[src/dtsv_pkg.sv]
// Shared types, codes and calendar helpers for the date/time validator
`default_nettype none

package dtsv_pkg;

  localparam int CHAR_W  = 8;
  localparam int MODE_W  = 3;
  localparam int YEAR_W  = 9;
  localparam int MONTH_W = 4;

  // syntax_mode codes
  localparam logic [MODE_W-1:0] MODE_MONTH = 3'd0;
  localparam logic [MODE_W-1:0] MODE_WEEK  = 3'd1;
  localparam logic [MODE_W-1:0] MODE_DATE  = 3'd2;
  localparam logic [MODE_W-1:0] MODE_TIME  = 3'd3;
  localparam logic [MODE_W-1:0] MODE_LOCAL = 3'd4;

  // Separator characters
  localparam logic [CHAR_W-1:0] CH_DASH  = 8'h2D;
  localparam logic [CHAR_W-1:0] CH_COLON = 8'h3A;
  localparam logic [CHAR_W-1:0] CH_DOT   = 8'h2E;
  localparam logic [CHAR_W-1:0] CH_W     = 8'h57;
  localparam logic [CHAR_W-1:0] CH_T     = 8'h54;
  localparam logic [CHAR_W-1:0] CH_SPACE = 8'h20;
  localparam logic [CHAR_W-1:0] CH_ZERO  = 8'h30;
  localparam logic [CHAR_W-1:0] CH_NINE  = 8'h39;

  // One character transaction
  typedef struct packed {
    logic [CHAR_W-1:0] char_code;
    logic              last_char;
  } item_t;

  // Gregorian leap rule on the year modulo 400
  function automatic logic is_leap(input logic [YEAR_W-1:0] y);
    logic cent;
    cent = (y == 9'd100) || (y == 9'd200) || (y == 9'd300);
    return (y == 9'd0) || ((y[1:0] == 2'd0) && !cent);
  endfunction

  // Weeks in the ISO year: 53 when Jan 1 falls on Thursday, or Wednesday in a leap year
  function automatic logic [6:0] max_week(input logic [YEAR_W-1:0] y);
    logic [YEAR_W-1:0] p;
    logic [YEAR_W-1:0] hund;
    logic [6:0]        p100;
    logic [11:0]       total;
    logic [25:0]       prod;
    logic [11:0]       q7;
    logic [11:0]       rem7;
    logic [2:0]        dow;
    // previous year modulo 400
    p = (y == 9'd0) ? 9'd399 : y - 9'd1;
    if (p >= 9'd300) begin
      hund = 9'd300;
    end else if (p >= 9'd200) begin
      hund = 9'd200;
    end else if (p >= 9'd100) begin
      hund = 9'd100;
    end else begin
      hund = 9'd0;
    end
    p100  = 7'(p - hund);
    total = 12'd1 + 12'(5 * p[1:0]) + 12'({p100, 2'b00}) + 12'(6 * p);
    // divide by 7 with a reciprocal, exact below 2807
    prod  = 26'(total * 14'd2341);
    q7    = 12'(prod >> 14);
    rem7  = total - 12'(q7 * 3'd7);
    dow   = rem7[2:0];
    if ((dow == 3'd4) || ((dow == 3'd3) && is_leap(y))) begin
      return 7'd53;
    end
    return 7'd52;
  endfunction

  // Days in a month, zero for a month code out of range
  function automatic logic [4:0] days_in(input logic [MONTH_W-1:0] m, input logic leap);
    case (m)
      4'd1, 4'd3, 4'd5, 4'd7, 4'd8, 4'd10, 4'd12: return 5'd31;
      4'd4, 4'd6, 4'd9, 4'd11:                    return 5'd30;
      4'd2:                                       return leap ? 5'd29 : 5'd28;
      default:                                    return 5'd0;
    endcase
  endfunction

endpackage

`default_nettype wire

[src/date_time_string_validator_unit.sv]
// Top level of the streaming date/time string validator
//
//   channel   dir  width  contents
//   s_axis    in   8+1    tdata[7:0] char_code, tlast last_char
//   m_axis    out  8      tdata[0] string_valid, tdata[7:1] zero
//   cfg       in   3      syntax_mode write, no read-back
//
// One character per cycle, sustained while no final character waits; the parse state
// updates once per character. Results pass the input register, then the result register.
// Only the final character waits while the result register is full and stalled.
// rst is synchronous and clears the mode to month, the parse state and both valids.
`default_nettype none

module date_time_string_validator_unit (
  input  wire logic                          clk,
  input  wire logic                          rst,
  input  wire logic                          s_axis_tvalid,
  output logic                               s_axis_tready,
  input  wire logic [dtsv_pkg::CHAR_W-1:0]   s_axis_tdata,   // [7:0] char_code
  input  wire logic                          s_axis_tlast,   // last_char
  output logic                               m_axis_tvalid,
  input  wire logic                          m_axis_tready,
  output logic [7:0]                         m_axis_tdata,   // [0] string_valid, [7:1] zero
  input  wire logic                          cfg_wr_en,
  input  wire logic [dtsv_pkg::MODE_W-1:0]   cfg_wr_data     // syntax_mode
);

  logic [dtsv_pkg::MODE_W-1:0] syntax_mode;
  logic                        in_valid;
  dtsv_pkg::item_t             in_item;
  logic                        out_valid;
  logic                        out_bit;
  logic                        out_free;
  logic                        in_fire;
  logic                        verdict;

  // Handshake between the input register and the result register
  assign out_free      = !out_valid || m_axis_tready;
  assign in_fire       = in_valid && (!in_item.last_char || out_free);
  assign s_axis_tready = !in_valid || in_fire;

  // Mode register
  always_ff @(posedge clk) begin
    if (rst) begin
      syntax_mode <= dtsv_pkg::MODE_MONTH;
    end else if (cfg_wr_en) begin
      syntax_mode <= cfg_wr_data;
    end
  end

  // Input register
  always_ff @(posedge clk) begin
    if (rst) begin
      in_valid <= 1'b0;
    end else if (s_axis_tready) begin
      in_valid <= s_axis_tvalid;
    end
    if (s_axis_tready && s_axis_tvalid) begin
      in_item.char_code <= s_axis_tdata;
      in_item.last_char <= s_axis_tlast;
    end
  end

  dtsv_parse u_parse (
    .clk    (clk),
    .rst    (rst),
    .mode   (syntax_mode),
    .step   (in_fire),
    .item   (in_item),
    .accept (verdict)
  );

  // Result register
  always_ff @(posedge clk) begin
    if (rst) begin
      out_valid <= 1'b0;
    end else if (in_fire && in_item.last_char) begin
      out_valid <= 1'b1;
    end else if (m_axis_tready) begin
      out_valid <= 1'b0;
    end
    if (in_fire && in_item.last_char) begin
      out_bit <= verdict;
    end
  end

  assign m_axis_tvalid = out_valid;
  assign m_axis_tdata  = {7'd0, out_bit};

endmodule

`default_nettype wire

[src/dtsv_parse.sv]
// Per-character parse state and field checks for the date/time validator
`default_nettype none

module dtsv_parse (
  input  wire logic                      clk,
  input  wire logic                      rst,
  input  wire logic [dtsv_pkg::MODE_W-1:0] mode,
  input  wire logic                      step,
  input  wire dtsv_pkg::item_t           item,
  output logic                           accept
);

  typedef enum logic [4:0] {
    PH_YEAR, PH_MON0, PH_MON1, PH_MON_END, PH_WEEK_W, PH_WEEK0, PH_WEEK1,
    PH_WEEK_END, PH_DAY0, PH_DAY1, PH_DAY_END, PH_HOUR0, PH_HOUR1, PH_HCOLON,
    PH_MIN0, PH_MIN1, PH_MIN_END, PH_SEC0, PH_SEC1, PH_SEC_END, PH_FRAC
  } phase_t;

  phase_t                        phase, phase_next, eff_phase;
  logic [2:0]                    digit_count, digit_count_next;
  logic [dtsv_pkg::YEAR_W-1:0]   year_mod, year_mod_next;
  logic [6:0]                    field, field_next;
  logic [dtsv_pkg::MONTH_W-1:0]  month, month_next;
  logic                          failed, failed_next;
  logic                          year_nz, year_nz_next;

  logic        dig;
  logic [3:0]  d;
  logic        bad;
  logic [16:0] yprod;
  logic [3:0]  yq;
  logic [5:0]  yrem;
  logic [8:0]  year_shift;
  logic [10:0] fsum;
  logic        leap;
  logic [6:0]  week_lim;
  logic [4:0]  day_lim;
  logic        mode_ok;
  logic        done_ok;

  // Character class
  assign dig = (item.char_code >= dtsv_pkg::CH_ZERO) && (item.char_code <= dtsv_pkg::CH_NINE);
  assign d   = dig ? item.char_code[3:0] : 4'd0;

  // year*10 + d modulo 400 through year mod 40 (reciprocal of 40, exact below 400)
  assign yprod      = 17'(year_mod * 8'd205);
  assign yq         = yprod[16:13];
  assign yrem       = 6'(year_mod - 9'(yq * 6'd40));
  assign year_shift = 9'(yrem * 4'd10) + 9'(d);

  // Two-digit field accumulate
  assign fsum = 11'(field * 4'd10) + 11'(d);

  // Limits from stored year and month
  assign leap     = dtsv_pkg::is_leap(year_mod);
  assign day_lim  = dtsv_pkg::days_in(month, leap);

  // Week limit is registered from the year; the year is final at least
  // three characters before the second week digit arrives
  always_ff @(posedge clk) begin
    week_lim <= dtsv_pkg::max_week(year_mod);
  end

  assign mode_ok = (mode <= dtsv_pkg::MODE_LOCAL);

  // Time-only strings start straight at the hour field
  always_comb begin
    if ((phase == PH_YEAR) && (digit_count == 3'd0) && (mode == dtsv_pkg::MODE_TIME)) begin
      eff_phase = PH_HOUR0;
    end else begin
      eff_phase = phase;
    end
  end

  // Next parse state for one character
  always_comb begin
    phase_next       = phase;
    digit_count_next = digit_count;
    year_mod_next    = year_mod;
    field_next       = field;
    month_next       = month;
    failed_next      = failed;
    year_nz_next     = year_nz;
    bad              = 1'b0;
    if (step && !failed) begin
      if (!mode_ok) begin
        bad = 1'b1;
      end else begin
        phase_next = eff_phase;
        case (eff_phase)
          PH_YEAR: begin
            if (dig) begin
              year_mod_next = year_shift;
              if (d != 4'd0) begin
                year_nz_next = 1'b1;
              end
              if (digit_count < 3'd4) begin
                digit_count_next = digit_count + 3'd1;
              end
            end else if ((item.char_code == dtsv_pkg::CH_DASH) && (digit_count >= 3'd4)
                         && year_nz) begin
              phase_next = (mode == dtsv_pkg::MODE_WEEK) ? PH_WEEK_W : PH_MON0;
            end else begin
              bad = 1'b1;
            end
          end
          PH_MON0, PH_WEEK0, PH_DAY0, PH_HOUR0, PH_MIN0, PH_SEC0: begin
            if (dig) begin
              field_next = 7'(d);
              phase_next = phase_t'(eff_phase + 5'd1);
            end else begin
              bad = 1'b1;
            end
          end
          PH_MON1, PH_WEEK1, PH_DAY1, PH_HOUR1, PH_MIN1, PH_SEC1: begin
            if (!dig) begin
              bad = 1'b1;
            end else begin
              field_next = fsum[6:0];
              phase_next = phase_t'(eff_phase + 5'd1);
              case (eff_phase)
                PH_MON1: begin
                  bad        = (fsum < 11'd1) || (fsum > 11'd12);
                  month_next = fsum[3:0];
                end
                PH_WEEK1: bad = (fsum < 11'd1) || (fsum > 11'(week_lim));
                PH_DAY1:  bad = (fsum < 11'd1) || (fsum > 11'(day_lim));
                PH_HOUR1: bad = (fsum > 11'd23);
                default:  bad = (fsum > 11'd59);
              endcase
            end
          end
          PH_MON_END: begin
            if ((item.char_code == dtsv_pkg::CH_DASH)
                && ((mode == dtsv_pkg::MODE_DATE) || (mode == dtsv_pkg::MODE_LOCAL))) begin
              phase_next = PH_DAY0;
            end else begin
              bad = 1'b1;
            end
          end
          PH_WEEK_W: begin
            if (item.char_code == dtsv_pkg::CH_W) begin
              phase_next = PH_WEEK0;
            end else begin
              bad = 1'b1;
            end
          end
          PH_DAY_END: begin
            if ((mode == dtsv_pkg::MODE_LOCAL) && ((item.char_code == dtsv_pkg::CH_T)
                || (item.char_code == dtsv_pkg::CH_SPACE))) begin
              phase_next = PH_HOUR0;
            end else begin
              bad = 1'b1;
            end
          end
          PH_HCOLON: begin
            if (item.char_code == dtsv_pkg::CH_COLON) begin
              phase_next = PH_MIN0;
            end else begin
              bad = 1'b1;
            end
          end
          PH_MIN_END: begin
            if (item.char_code == dtsv_pkg::CH_COLON) begin
              phase_next = PH_SEC0;
            end else begin
              bad = 1'b1;
            end
          end
          PH_SEC_END: begin
            if (item.char_code == dtsv_pkg::CH_DOT) begin
              phase_next       = PH_FRAC;
              digit_count_next = 3'd0;
            end else begin
              bad = 1'b1;
            end
          end
          PH_FRAC: begin
            if (dig && (digit_count < 3'd3)) begin
              digit_count_next = digit_count + 3'd1;
            end else begin
              bad = 1'b1;
            end
          end
          default: bad = 1'b1;
        endcase
      end
      if (bad) begin
        failed_next = 1'b1;
      end
    end
  end

  // Verdict on the state left by the final character
  always_comb begin
    case (mode)
      dtsv_pkg::MODE_MONTH: done_ok = (phase_next == PH_MON_END);
      dtsv_pkg::MODE_WEEK:  done_ok = (phase_next == PH_WEEK_END);
      dtsv_pkg::MODE_DATE:  done_ok = (phase_next == PH_DAY_END);
      dtsv_pkg::MODE_TIME, dtsv_pkg::MODE_LOCAL: begin
        done_ok = (phase_next == PH_MIN_END) || (phase_next == PH_SEC_END)
                  || ((phase_next == PH_FRAC) && (digit_count_next >= 3'd1));
      end
      default: done_ok = 1'b0;
    endcase
  end

  assign accept = done_ok && !failed_next;

  // Parse state; cleared at reset and after each final character
  always_ff @(posedge clk) begin
    if (rst || (step && item.last_char)) begin
      phase       <= PH_YEAR;
      digit_count <= 3'd0;
      year_mod    <= '0;
      field       <= '0;
      month       <= '0;
      failed      <= 1'b0;
      year_nz     <= 1'b0;
    end else begin
      phase       <= phase_next;
      digit_count <= digit_count_next;
      year_mod    <= year_mod_next;
      field       <= field_next;
      month       <= month_next;
      failed      <= failed_next;
      year_nz     <= year_nz_next;
    end
  end

endmodule

`default_nettype wire

[config.mk]
export PLATFORM = sky130hd
export DESIGN_NAME = date_time_string_validator_unit
export DESIGN_NICKNAME = d
export VERILOG_FILES = /design/src/dtsv_pkg.sv /design/src/date_time_string_validator_unit.sv /design/src/dtsv_parse.sv
export SDC_FILE = /design/constraint.sdc
export NUM_CORES = 1
export LEC_CHECK = 0
export BUFFER_PORTS_ARGS = -buffer_cell sky130_fd_sc_hd__buf_2
export CAP_MARGIN = 15
export CELL_PAD_IN_SITES_DETAIL_PLACEMENT = 1
export CELL_PAD_IN_SITES_GLOBAL_PLACEMENT = 2
export CORE_AREA = 2 2 139 141
export CTS_BUF_LIST = sky130_fd_sc_hd__clkbuf_8
export CTS_CLUSTER_SIZE = 40
export DETAILED_ROUTE_END_ITERATION = 8
export DIE_AREA = 0 0 141 143
export PLACE_DENSITY = 0.85
export SLEW_MARGIN = 20
export SYNTH_ARGS = -nofsm -noshare
export SYNTH_HDL_FRONTEND = slang
export SYNTH_SLANG_ARGS = --single-unit
[constraint.sdc]
create_clock -name clk -period 23.8 [get_ports clk]
set_input_delay 1.19 -clock clk [delete_from_list [all_inputs] [get_ports clk]]
set_output_delay 1.19 -clock clk [all_outputs]
set_load 0.01 [all_outputs]
==> metrics <==
Worst VDD drop=117.6 uV; number of global-route vias before repair=6900; slowest cell delay on critical path=0.63 ns; clock slew at reported path FFs=0.09 ns; setup ws final=13.20 ns; reg-to-reg slack, setup=13.20 ns; Post-Synthesis Cells=961; endpoints failing setup=0; Port Buffer Count=19; # Post-CTS Setup Buffers=0; Total Nets Final=1205; post-synthesis sequential area ratio=0.1264; area growth from synthesis to layout=4.648%; core box area=18580 sq um; GR Overflow Total=0; largest fanout on the critical path=8; r2r startpoint=u_parse.year_mod[2]; Post-synth EDFFs=10; Post-CTS Resized=0; Mapped Area=8075 sq um; crit share post-route=0.4453; Sink Count=46; CTS tree=built; drt total wl=20380 um; antenna violations before repair=0; area leader, netlist=ha_1; Yosys top cell area share=0.2789; die area=20160 sq um; clock network latency to the later pin of the worst-skew pair=0.32 ns; row cnt=50; first drt pass iteration count=5; drt drc=0; hold crit path type=reg -> reg; synth warn=0; vias per inst=5.569; CTS Hold Bufs=0; Final HPWL DP=17130 um; FF/Latch Area=1021 sq um; Worst-Margin Slew=0.8792 ns; RePlAce Congestion=0.8906; Worst path slowest cell=or4b_2; CP startpoint=u_parse.year_mod[2]; RSZ-0062 raised after global routing=false; CP Class=reg -> reg; GR Util All Layers=0.2116; worst path required time=24.05 ns; Die Wd=141 um; Final TNS setup=0 ns; Max H-tree Level=2; number of max-cap violations=0; Hold Vio Cnt, Final=0; multi-input combinational cell area=6399 sq um; Final Max Tran Viols=0; Pleak=4.216 nW; Synth Area per Inst=8.403 sq um; chip height=143 um; Critical path buffers and inverters=6; CTS Buf Count=5; Setup crit start kind=flop; Fill cells=2280; Seq cells post-synth=46; Arr. time, crit path=10.85 ns; Max Clk Rate=94.36 MHz; pwr dens=66.85 nW/um^2; Period minus WS final=10.60 ns; Area contributors post-synth=ha_1 28%, fa_1 9.9%, dfxtp_1 8.9%; ANT nets after route=0; pin count of the biggest net entering global routing=31; initial core utilization=0.4346; CP endpoint kind=flop; Hold Crit Start=u_parse.year_nz; I/O pins=27; first-pass GRT wire length=34780 um; outcome=finished, final reports clean; CTS root buffer=clkbuf_8; drt wl/cell=16.94 um; Crit path max-delay family=adder cells; Final Skew=0.008704 ns; Primary FF master, synth=dfxtp_1; pre-CTS setup slack=13.25 ns; ys async rst share=0; # diodes=0; via count=6700; most used cell, CP=xnor2_1; Synth cell types=73; clock buffer depth=2; initial DRC count=263; max_slew headroom=0.4131; layout cells sized above 1=0.04334
==> final cells by class <==
type | count | area share
Inverter | 140 | 0.06219
Clock buffer | 5 | 0.008143
Clock inverter | 3 | 0.004886
Multi-Input combinational cell | 755 | 0.7572
Sequential cell | 46 | 0.1208
Timing Repair Buffer | 20 | 0.01214
Tap cell | 234 | 0.03465
==> final timing paths <==
path / end / cells past startpoint
worst max-delay path: u_parse.week_lim[0] / 49
worst min-delay path: u_parse.year_nz / 2
worst max register to register: u_parse.week_lim[0] / 49
worst min register to register: u_parse.year_nz / 2
==> sequential cells by signal (all words and copies together), names as in the netlist <==
register,flops
syntax_mode,3
u_parse.failed,1
u_parse.phase,5
in_item,9
u_parse.month,4
u_parse.digit_count,3
u_parse.year_mod,9
u_parse.field,7
m_axis_tvalid,1
u_parse.week_lim,1
u_parse.year_nz,1
out_bit,1
in_valid,1
==> kinds of logic after synthesis <==
| logic type | Yosys count | synth area share |
|---|---|---|
| compound gates | 184 | 0.1497 |
| xor+xnor | 70 | 0.07592 |
| fa+ha+maj | 220 | 0.3781 |
| buf+inv | 166 | 0.08475 |
| flops | 46 | 0.1264 |
| mux | 15 | 0.01890 |
| other cells | 1 | 0.0004644 |
| simple gates | 259 | 0.1658 |
==> worst min-delay path, delay by kind of cell (launching register included) <==
family / cells / cell delay [ns]
compound gates: 1 / 0.04
flops: 1 / 0.34
simple gates: 1 / 0.07
==> placed cells by master (no fill, tap or decap), types with 8 or more instances in the layout <==
| master | n |
|---|---|
| xnor2_1 | 46 |
| nand4_1 | 8 |
| ha_1 | 180 |
| o21ai_0 | 35 |
| nor2_1 | 74 |
| a211oi_1 | 12 |
| o211ai_1 | 9 |
| a21oi_1 | 59 |
| nor2b_1 | 11 |
| edfxtp_1 | 10 |
| nor3_1 | 18 |
| mux2i_1 | 13 |
| nand3_1 | 21 |
| dfxtp_1 | 36 |
| and3_1 | 10 |
| xor2_1 | 24 |
| inv_1 | 141 |
| fa_1 | 40 |
| nand2_1 | 57 |
| a21o_1 | 14 |
| buf_2 | 19 |
==> metrics by stage <==
stage / utilization / cells / total power [mW] / cell area (sq um) / hold slack, ns
global placement: 0.4486 / 1195 / 0.4982 / 8334 / 0.4521
detailed placement: 0.4486 / 1195 / 0.5114 / 8334 / 0.4689
finish: 0.4548 / 1203 / 0.5649 / 8451 / 0.4883
CTS: 0.4545 / 1203 / 0.5751 / 8444 / 0.4901
floorplan: - / 967 / 0.4414 / 8098 / 0.4371
global route: 0.4548 / 1203 / 0.6292 / 8451 / 0.5394
==> layer usage <==
layer,vias up,track usage,part of all wire
met4,0,0.03421,0.011
met1,3255,0.2970,0.49
met2,104,0.3607,0.47
met5,-,0,0
li1,3324,-,-
met3,17,0.01945,0.026
==> synth_stat cells, types with 11 or more instances <==
cell	instances
mux2i_1	13
nor3_1	18
nand3_1	21
a21o_1	14
a21oi_1	59
xor2_1	24
a211oi_1	12
nor2b_1	11
ha_1	180
inv_1	140
xnor2_1	46
dfxtp_1	36
nor2_1	74
nand2_1	57
o21ai_0	35
fa_1	40
==> report_power, final <==
group	internal, mW	switching (mW)
clock	0.0310	0.0303
sequential	0.0841	0.00383
combinational	0.205	0.211
No activity file was read; power rests on OpenSTA's default activity.
